==> config.mk <==
export PLATFORM = sky130hd
export DESIGN_NAME = sha256_stream_hasher_unit
export DESIGN_NICKNAME = d
export VERILOG_FILES = /design/src/rtl/sha256sh_pkg.sv /design/src/rtl/sha256_stream_hasher_unit.sv
export SDC_FILE = /design/constraint.sdc
export NUM_CORES = 2
export LEC_CHECK = 0
export BUFFER_PORTS_ARGS = -buffer_cell sky130_fd_sc_hd__buf_2
export CORE_ASPECT_RATIO = 1.4
export CORE_UTILIZATION = 46
export DETAILED_ROUTE_END_ITERATION = 7
export PLACE_DENSITY_LB_ADDON = 0.1
export RECOVER_POWER = 100
export SYNTH_ARGS = -nofsm -noshare
export SYNTH_HDL_FRONTEND = slang
export SYNTH_SLANG_ARGS = --single-unit
==> constraint.sdc <==
create_clock -name clk -period 26.8 [get_ports clk]
set_input_delay 2.68 -clock clk [delete_from_list [all_inputs] [get_ports clk]]
set_output_delay 2.68 -clock clk [all_outputs]
set_load 0.01 [all_outputs]
==> src/rtl/sha256sh_pkg.sv <==
// Shared types, round constants and bit functions of the SHA-256 stream hasher.
// No dependencies; the top level takes everything here by scoped names.
package sha256sh_pkg;

  typedef enum logic [2:0] {
    ST_IDLE,
    ST_LOAD,
    ST_ROUND,
    ST_ADD,
    ST_PAD,
    ST_EMIT
  } state_t;

  localparam logic [7:0] PAD_MARK    = 8'h80;
  localparam logic [5:0] LEN_START   = 6'd56;
  localparam logic [5:0] LAST_BYTE   = 6'd63;
  localparam logic [5:0] LOAD_LAST   = 6'd16;
  localparam logic [5:0] ROUND_LAST  = 6'd63;
  localparam logic [2:0] LAST_WORD   = 3'd7;

  localparam logic [31:0] INIT_HASH [8] = '{
    32'h6a09e667, 32'hbb67ae85, 32'h3c6ef372, 32'ha54ff53a,
    32'h510e527f, 32'h9b05688c, 32'h1f83d9ab, 32'h5be0cd19
  };

  localparam logic [31:0] ROUND_K [64] = '{
    32'h428a2f98, 32'h71374491, 32'hb5c0fbcf, 32'he9b5dba5,
    32'h3956c25b, 32'h59f111f1, 32'h923f82a4, 32'hab1c5ed5,
    32'hd807aa98, 32'h12835b01, 32'h243185be, 32'h550c7dc3,
    32'h72be5d74, 32'h80deb1fe, 32'h9bdc06a7, 32'hc19bf174,
    32'he49b69c1, 32'hefbe4786, 32'h0fc19dc6, 32'h240ca1cc,
    32'h2de92c6f, 32'h4a7484aa, 32'h5cb0a9dc, 32'h76f988da,
    32'h983e5152, 32'ha831c66d, 32'hb00327c8, 32'hbf597fc7,
    32'hc6e00bf3, 32'hd5a79147, 32'h06ca6351, 32'h14292967,
    32'h27b70a85, 32'h2e1b2138, 32'h4d2c6dfc, 32'h53380d13,
    32'h650a7354, 32'h766a0abb, 32'h81c2c92e, 32'h92722c85,
    32'ha2bfe8a1, 32'ha81a664b, 32'hc24b8b70, 32'hc76c51a3,
    32'hd192e819, 32'hd6990624, 32'hf40e3585, 32'h106aa070,
    32'h19a4c116, 32'h1e376c08, 32'h2748774c, 32'h34b0bcb5,
    32'h391c0cb3, 32'h4ed8aa4a, 32'h5b9cca4f, 32'h682e6ff3,
    32'h748f82ee, 32'h78a5636f, 32'h84c87814, 32'h8cc70208,
    32'h90befffa, 32'ha4506ceb, 32'hbef9a3f7, 32'hc67178f2
  };

  function automatic logic [31:0] big_sigma0(input logic [31:0] x);
    return {x[1:0], x[31:2]} ^ {x[12:0], x[31:13]} ^ {x[21:0], x[31:22]};
  endfunction

  function automatic logic [31:0] big_sigma1(input logic [31:0] x);
    return {x[5:0], x[31:6]} ^ {x[10:0], x[31:11]} ^ {x[24:0], x[31:25]};
  endfunction

  function automatic logic [31:0] small_sigma0(input logic [31:0] x);
    return {x[6:0], x[31:7]} ^ {x[17:0], x[31:18]} ^ {3'b000, x[31:3]};
  endfunction

  function automatic logic [31:0] small_sigma1(input logic [31:0] x);
    return {x[16:0], x[31:17]} ^ {x[18:0], x[31:19]} ^ {10'b0, x[31:10]};
  endfunction

  function automatic logic [31:0] choose(input logic [31:0] e, input logic [31:0] f,
                                         input logic [31:0] g);
    return (e & f) ^ (~e & g);
  endfunction

  function automatic logic [31:0] majority(input logic [31:0] a, input logic [31:0] b,
                                           input logic [31:0] c);
    return (a & b) ^ (a & c) ^ (b & c);
  endfunction

endpackage

==> src/rtl/sha256_stream_hasher_unit.sv <==
// SHA-256 stream hasher: data beats of one byte in, eight digest-word beats out per finish.
// A data byte is written into the block buffer; every 64th byte starts a block compression.
// A finish beat pads 9 to 72 bytes, one per cycle, with one or two compressions, and the
// digest words then follow, one word per unstalled cycle.
// Input stalls outside idle: while padding, compressing on the single shared round unit, or emitting.
// Reset (rst, synchronous) restores the initial hash; the buffer is not cleared. Needs sha256sh_pkg.
module sha256_stream_hasher_unit (
  input  logic        clk,
  input  logic        rst,
  input  logic        item_valid,
  output logic        item_stall,
  input  logic        kind,
  input  logic [7:0]  data_byte,
  output logic        result_valid,
  input  logic        result_stall,
  output logic [31:0] digest_word,
  output logic [2:0]  word_index,
  output logic        last
);

  // Control state.
  sha256sh_pkg::state_t state, state_next;
  logic [5:0]  fill;        // bytes held in the current block
  logic [63:0] byte_total;  // message bytes seen so far
  logic [5:0]  cnt;         // load and round counter
  logic [2:0]  eidx;        // digest word being emitted
  logic        fin;         // a finish beat is being processed
  logic        pad_first;   // next pad byte is the 0x80 marker
  logic        len_ok;      // the length field fits in the current block
  logic        emit_after;  // the block being compressed is the final one

  // Datapath.
  logic [31:0] h [8];       // chaining state
  logic [31:0] v [8];       // working variables a..h
  logic [31:0] w [16];      // message schedule window, w[0] is the current round's word
  logic [63:0] len_sh;      // message length in bits, shifted out a byte at a time
  logic [23:0] acc;         // bytes of the word being assembled

  // The block buffer: sixteen 32-bit words, one write port, one registered read port.
  logic [31:0] blk_mem [16];
  logic [31:0] rd_data;

  logic        accept_in;
  logic        byte_we;
  logic [7:0]  byte_val;
  logic        mem_we;
  logic        len_ok_new;
  logic [31:0] t1, t2, w_new;

  assign accept_in = item_valid && (state == sha256sh_pkg::ST_IDLE);
  assign item_stall = (state != sha256sh_pkg::ST_IDLE);

  // Both the data beats and the padding sequencer write through the same byte path, so the
  // padded block lands in the buffer exactly as message bytes would.
  always_comb begin
    state_next = state;
    byte_we = 1'b0;
    byte_val = data_byte;
    case (state)
      sha256sh_pkg::ST_IDLE: begin
        if (accept_in) begin
          if (kind == 1'b0) begin
            byte_we = 1'b1;
            if (fill == sha256sh_pkg::LAST_BYTE) begin
              state_next = sha256sh_pkg::ST_LOAD;
            end
          end else begin
            state_next = sha256sh_pkg::ST_PAD;
          end
        end
      end
      sha256sh_pkg::ST_PAD: begin
        byte_we = 1'b1;
        if (pad_first) begin
          byte_val = sha256sh_pkg::PAD_MARK;
        end else if (len_ok && (fill >= sha256sh_pkg::LEN_START)) begin
          byte_val = len_sh[63:56];
        end else begin
          byte_val = 8'h00;
        end
        if (fill == sha256sh_pkg::LAST_BYTE) begin
          state_next = sha256sh_pkg::ST_LOAD;
        end
      end
      sha256sh_pkg::ST_LOAD: begin
        if (cnt == sha256sh_pkg::LOAD_LAST) begin
          state_next = sha256sh_pkg::ST_ROUND;
        end
      end
      sha256sh_pkg::ST_ROUND: begin
        if (cnt == sha256sh_pkg::ROUND_LAST) begin
          state_next = sha256sh_pkg::ST_ADD;
        end
      end
      sha256sh_pkg::ST_ADD: begin
        if (!fin) begin
          state_next = sha256sh_pkg::ST_IDLE;
        end else if (emit_after) begin
          state_next = sha256sh_pkg::ST_EMIT;
        end else begin
          state_next = sha256sh_pkg::ST_PAD;
        end
      end
      sha256sh_pkg::ST_EMIT: begin
        if (!result_stall && (eidx == sha256sh_pkg::LAST_WORD)) begin
          state_next = sha256sh_pkg::ST_IDLE;
        end
      end
      default: begin
        state_next = sha256sh_pkg::ST_IDLE;
      end
    endcase
  end

  assign mem_we = byte_we && (fill[1:0] == 2'd3);
  assign len_ok_new = pad_first ? (fill < sha256sh_pkg::LEN_START) : len_ok;

  // One compression round and one schedule extension per cycle.
  assign t1 = v[7] + sha256sh_pkg::big_sigma1(v[4]) + sha256sh_pkg::choose(v[4], v[5], v[6])
            + sha256sh_pkg::ROUND_K[cnt] + w[0];
  assign t2 = sha256sh_pkg::big_sigma0(v[0]) + sha256sh_pkg::majority(v[0], v[1], v[2]);
  assign w_new = sha256sh_pkg::small_sigma1(w[14]) + w[9] + sha256sh_pkg::small_sigma0(w[1])
               + w[0];

  always_ff @(posedge clk) begin
    if (mem_we) begin
      blk_mem[fill[5:2]] <= {acc, byte_val};
    end
    rd_data <= blk_mem[cnt[3:0]];
  end

  always_ff @(posedge clk) begin
    if (rst) begin
      state <= sha256sh_pkg::ST_IDLE;
    end else begin
      state <= state_next;
    end
  end

  always_ff @(posedge clk) begin
    if (rst) begin
      fill <= '0;
      byte_total <= '0;
      cnt <= '0;
      eidx <= '0;
      fin <= 1'b0;
      pad_first <= 1'b0;
      len_ok <= 1'b0;
      emit_after <= 1'b0;
      for (int i = 0; i < 8; i++) begin
        h[i] <= sha256sh_pkg::INIT_HASH[i];
      end
    end else begin
      if (byte_we) begin
        acc <= {acc[15:0], byte_val};
        fill <= fill + 6'd1;
      end

      if (accept_in && (kind == 1'b0)) begin
        byte_total <= byte_total + 64'd1;
      end

      // A finish beat latches the bit length and starts the padding sequence.
      if (accept_in && (kind == 1'b1)) begin
        fin <= 1'b1;
        pad_first <= 1'b1;
        len_ok <= 1'b0;
        emit_after <= 1'b0;
        len_sh <= {byte_total[60:0], 3'b000};
        byte_total <= '0;
      end

      if (state == sha256sh_pkg::ST_PAD) begin
        pad_first <= 1'b0;
        // At the end of a block either the length went in, or the next block carries it.
        len_ok <= len_ok_new || (fill == sha256sh_pkg::LAST_BYTE);
        if (!pad_first && len_ok && (fill >= sha256sh_pkg::LEN_START)) begin
          len_sh <= {len_sh[55:0], 8'h00};
        end
        if ((fill == sha256sh_pkg::LAST_BYTE) && len_ok_new) begin
          emit_after <= 1'b1;
        end
      end

      if ((state_next == sha256sh_pkg::ST_LOAD) && (state != sha256sh_pkg::ST_LOAD)) begin
        cnt <= '0;
        for (int i = 0; i < 8; i++) begin
          v[i] <= h[i];
        end
      end

      // The read issued at count n returns at count n + 1 and shifts into the window.
      if (state == sha256sh_pkg::ST_LOAD) begin
        if (cnt != 6'd0) begin
          for (int i = 0; i < 15; i++) begin
            w[i] <= w[i + 1];
          end
          w[15] <= rd_data;
        end
        if (cnt == sha256sh_pkg::LOAD_LAST) begin
          cnt <= '0;
        end else begin
          cnt <= cnt + 6'd1;
        end
      end

      if (state == sha256sh_pkg::ST_ROUND) begin
        v[7] <= v[6];
        v[6] <= v[5];
        v[5] <= v[4];
        v[4] <= v[3] + t1;
        v[3] <= v[2];
        v[2] <= v[1];
        v[1] <= v[0];
        v[0] <= t1 + t2;
        for (int i = 0; i < 15; i++) begin
          w[i] <= w[i + 1];
        end
        w[15] <= w_new;
        cnt <= cnt + 6'd1;
      end

      if (state == sha256sh_pkg::ST_ADD) begin
        for (int i = 0; i < 8; i++) begin
          h[i] <= h[i] + v[i];
        end
        eidx <= '0;
      end

      // After the eighth digest beat the hasher is back in its initial state.
      if ((state == sha256sh_pkg::ST_EMIT) && !result_stall) begin
        eidx <= eidx + 3'd1;
        if (eidx == sha256sh_pkg::LAST_WORD) begin
          fin <= 1'b0;
          emit_after <= 1'b0;
          len_ok <= 1'b0;
          for (int i = 0; i < 8; i++) begin
            h[i] <= sha256sh_pkg::INIT_HASH[i];
          end
        end
      end
    end
  end

  assign result_valid = (state == sha256sh_pkg::ST_EMIT);
  assign digest_word = h[eidx];
  assign word_index = eidx;
  assign last = (eidx == sha256sh_pkg::LAST_WORD);

endmodule

## Word-level counts from Yosys, hierarchy flattened

Memories as Yosys holds them, arrays and structs flattened. A register that Yosys moved wholly into a read port is not among the register bits.
Index checks and enable logic that the tools add are counted.

- Register bits: 174
- Bits in writable memories: 1,536
- Memory bits (read-only): 2,048
- Input port bits: 13
- Output and inout bits: 38
- Word-level logic and storage cells: 237
- Memories: 5

- Add/sub/neg operators: 22
- $lt $le $gt $ge: 3
- Equal/unequal tests: 12
- Muxes and demuxes: 102
- Bitwise operators: 60
- Reductions and logical operators: 22

Memories:

| memory | depth | width | rd ports | clocked after memory_dff | wr ports | line | source |
|---|---|---|---|---|---|---|---|
| (name not given) | 64 | 32 | 1 | 0 | 0 | sha256_stream_hasher_unit.sv:120 | `+ sha256sh_pkg::ROUND_K[cnt] + w[0];` |
| blk_mem | 16 | 32 | 1 | 1 | 1 | sha256_stream_hasher_unit.sv:40 | `logic [31:0] blk_mem [16];` |
| w | 16 | 32 | 16 | 0 | 16 | sha256_stream_hasher_unit.sv:35 | `logic [31:0] w [16];` |
| h | 8 | 32 | 9 | 1 | 8 | sha256_stream_hasher_unit.sv:33 | `logic [31:0] h [8];` |
| v | 8 | 32 | 8 | 0 | 8 | sha256_stream_hasher_unit.sv:34 | `logic [31:0] v [8];` |

Operators with widths:

| operator | count |
|---|---|
| $mux W32 | 42 |
| $add A32 B32 Y32 | 18 |
| $xor A32 B32 Y32 | 9 |
| $mux W64 | 3 |
| $and A32 B32 Y32 | 5 |
| $add A64 B1 Y64 const B | 1 |
| $or A1 B1 Y1 | 40 |
| $mux W1 | 37 |
| $mux W3 | 11 |
| $not A32 Y32 | 1 |
| $xor A32 B22 Y32 | 1 |
| $xor A32 B29 Y32 | 1 |
| $mux W6 | 4 |
| $mux W8 | 3 |
| $pmux W3 S6 | 1 |
| $add A6 B1 Y6 const B | 2 |
| $eq A6 B6 Y1 const B | 2 |
| $logic_and A1 B1 Y1 | 11 |
| $eq A3 B3 Y1 const B | 3 |
| $ge A7 B7 Y1 const B | 1 |
| $not A6 Y7 | 1 |
| $eq A3 B1 Y1 const B | 2 |
| $eq A3 B2 Y1 const B | 2 |
| $eq A6 B5 Y1 const B | 1 |
| other kinds (15) | 19 |

## Longest topological paths before layout

- Word-level depth: 11
- Depth in mapped cells: 43

## Least setup slack after synthesis

OpenSTA, ideal clock, no wires.

- Path kind: in2reg
- Start: in rst
- End: mem v[0][0] (enable)
- Setup time: 1.250 ns
- Data arrival time: 22.670 ns
- Path slack: 2.880 ns
- Stages: 4
- Path buffers: 1
- Path through: clkbuf_1 > clkinv_1 > nand2_1 > a211oi_1

RTL lines:

| what | line | source |
|---|---|---|
| from (decl) | sha256_stream_hasher_unit.sv:9 | `input logic rst,` |
| to (decl) | sha256_stream_hasher_unit.sv:34 |  |

==> results.sh <==
export IMPL_cts_resized=0
export IMPL_vias=61620
export IMPL_nFillCells=17380
export IMPL_overflow=0
export IMPL_status="complete, but fails checks"
export IMPL_ys_warn_count=0
export IMPL_hold_buffers=0
export IMPL_ys_top_cells_by_count="1496 x edfxtp_1, 1154 x nand2_1, 452 x nor2_1, 409 x a21oi_1, 399 x ha_1"
export IMPL_rsz0062_at_grt="no"
export IMPL_chipHeight_um=530.9
export IMPL_p_total_w=0.005632
export IMPL_post_cts_setup_buffers=0
export IMPL_ant_nets=0
export IMPL_grt_first_pass_wirelength_mm=424.0
export IMPL_leakage_nw=36.30
export IMPL_clkSinkCount=1742
export IMPL_path_cells="clkinvlp_2 -> nand2_1 -> nor3_1 -> o31ai_1 -> nor3_1 -> nand2b_1 -> a21oi_1 -> nor2_1 -> a211oi_4 -> clkbuf_1 -> clkbuf_1"
export IMPL_synth_largest_area_cell="edfxtp_1"
export IMPL_whs_ns=0.3987
export IMPL_fin_crit_ns=16.03
export IMPL_criticalPathCategory="reg -> reg"
export IMPL_clk_pin_slew_ns=0.06
export IMPL_violations="capacitance limit, slew limit"
export IMPL_cts_tree="built"
export IMPL_final_util_pct=51.02
export IMPL_hold_viol=0
export IMPL_htreeDepth=4
export IMPL_io_buffers=50
export IMPL_critPathMaxStageDelay_ns=6.61
export IMPL_cp_required_ns=27.09
export IMPL_antenna_found_initial=9
export IMPL_first_pass_iters=6
export IMPL_critical_path_top_delay_family="buffers and inverters"
export IMPL_synth_seq_cells=1742
export IMPL_dp_hpwl_mm=208.8
export IMPL_rows=193
export IMPL_yosysMostFrequentCell="edfxtp_1"
export IMPL_synth_top_area_share_pct=48.87
export IMPL_p_per_area_mw_per_mm2=55.75
export IMPL_ys_types=90
export IMPL_wl_mm=292.5
export IMPL_slowest_stage="clkbuf_1"
export IMPL_multiInputGateArea_mm2=0.03970
export IMPL_initial_core_util_pct=46.42
export IMPL_syn_to_final_growth_pct=9.899
export IMPL_drive_above_1_share_pct=8.881
export IMPL_track_usage_pct=28.83
export IMPL_cts_buffers=185
export IMPL_grt_pass1_vias=61980
export IMPL_syn_num_nets=8279
export IMPL_setup_tns_final_ns=0
export IMPL_ys_flop_type="edfxtp_1"
export IMPL_insertion_delay_ns=0.86
export IMPL_design_area_mm2=0.1010
export IMPL_hp_class="reg -> reg"
export IMPL_synth_seq_area_share_pct=54.23
export IMPL_slew_limit_headroom_pct=-548.7
export IMPL_async_flop_share_pct=0
export IMPL_syn_avg_cell_area_um2=11.98
export IMPL_syn_inst=7672
export IMPL_cts_root_buf="clkbuf_16"
export IMPL_vias_per_cell=5.891
export IMPL_crit_fanout=135
export IMPL_synth_enable_flop_cells=1496
export IMPL_grt_max_degree=203
export IMPL_final_net_count=8272
export IMPL_path_buf_inv=3
export IMPL_worst_pin_slew_ns=9.730
export IMPL_syn_area_mm2=0.09192
export IMPL_placed_cell_area_mm2=0.09528
export IMPL_regArea_mm2=0.04987
export IMPL_yosys_top_cells_area="edfxtp_1 49%, mux4_2 5.4%, ha_1 5.4%, dfxtp_1 5.4%, nand2_1 4.7%"
export IMPL_max_cap_violations=50
export IMPL_crit_path_start_kind="register"
export IMPL_die_area_mm2=0.2017
export IMPL_fin_worst_skew_ns=0.09112
export IMPL_drv_slew=2242
export IMPL_drc=0
export IMPL_clock_fmax_mhz=62.39
export IMPL_cp_arrival_ns=16.32
export IMPL_wl_per_cell_um=27.97
export IMPL_die_w_um=379.8
export IMPL_endpoint_kind="register"
export IMPL_core_area_mm2=0.1980
export IMPL_clock_path_buffers=4
export IMPL_vdd_drop_max_uv=55.29
export IMPL_timing_final_crit_share_pct=59.81
export IMPL_boundaryPins=51
export IMPL_drt_iter0_markers=4898
export IMPL_globalplace_congestion=0.9549
export IMPL_setup_viol=0
[worst paths after layout]
path                            startpoint         to  slack (ns)  cells after the start
worst max-delay path                cnt[3]  v[1][116]       10.77                     11
worst min-delay path              w[1][31]  w[0][255]        0.40                      0
worst max register to register      cnt[3]  v[1][116]       10.77                     11
worst min register to register    w[1][31]  w[0][255]        0.40                      0
[placed cells by master, fill, tap and decap left out, types with 69 or more instances in the layout]
| cell | instances |
|---|---|
| edfxtp_1 | 1496 |
| nand2_1 | 1152 |
| nor2_1 | 439 |
| a21oi_1 | 410 |
| ha_1 | 399 |
| xnor2_1 | 388 |
| o21ai_0 | 376 |
| inv_1 | 312 |
| dfxtp_1 | 240 |
| mux4_2 | 222 |
| xor2_1 | 212 |
| a21o_1 | 201 |
| fa_1 | 195 |
| clkbuf_16 | 188 |
| nand3_1 | 120 |
| clkbuf_1 | 109 |
| a31oi_1 | 105 |
| nor3_1 | 104 |
| nor2b_1 | 76 |
| a211oi_1 | 70 |
| nand2b_1 | 69 |
[worst reg2reg max path, cell delays in order, from the launching register on]
cell and delay [ns]:
dfxtp_1 1.04, clkinvlp_2 2.01, nand2_1 1.12, nor3_1 0.23, o31ai_1 0.25, nor3_1 0.10
nand2b_1 0.23, a21oi_1 0.17, nor2_1 0.08, a211oi_4 0.21, clkbuf_1 6.61, clkbuf_1 3.42
[state kept, by name, indices dropped and copies added (netlist names), named ones only]
register and count:
acc 24, blk_mem 512, byte_total 61, cnt 6, emit_after 1, fill 6
fin 1, h 256, len_ok 1, len_sh 64, pad_first 1, rd_data 32
state 3, v 256, w 512, word_index 3
[stage by stage]
step / worst slack [ns] / instances
global placement: 15.62 / 10110
CTS: 15.59 / 10450
detailed placement: 15.56 / 10110
finish: 10.77 / 10460
floorplan: 2.880 / 7672
global route: 9.765 / 10460
[final cells by class]
| class | count | share of cell area, % |
|---|---|---|
| inverters | 319 | 1.190 |
| clock inverters | 99 | 0.9747 |
| clock buffers | 237 | 4.997 |
| well taps | 2632 | 3.260 |
| flip-flops and latches | 1742 | 49.36 |
| multi-input cells | 5257 | 39.30 |
| repair buffers | 160 | 0.8818 |
| diodes | 14 | 0.03468 |
[logic make-up after synthesis]
family | share of synthesized area, %
adder cells (fa/ha/maj) | 9.721
flip-flops | 54.23
AO/OA/AOI/OAI | 10.46
multiplexers | 6.464
buffers and inverters | 2.754
AND/OR/NAND/NOR | 10.64
XOR/XNOR | 5.743
[report_power, final]
group / total [W] / switching (W) / internal, W
Combinational: 0.0000766 / 0.0000550 / 0.0000215
Clock: 0.00260 / 0.00111 / 0.00149
Sequential: 0.00295 / 0.0000165 / 0.00294
Total: 0.00563 / 0.00118 / 0.00445
[per-layer routing]
| layer | part of all wire, % | track usage (%) | vias to the layer above |
|---|---|---|---|
| met2 | 52 | 52.24 | 1810 |
| met3 | 4.3 | 3.126 | 636 |
| met1 | 37 | 32.79 | 31170 |
| met4 | 6.9 | 17.15 | 4 |
| met5 | 0.0092 | 0 | - |
| li1 | - | - | 28000 |
(Power assumes the default switching activity.)
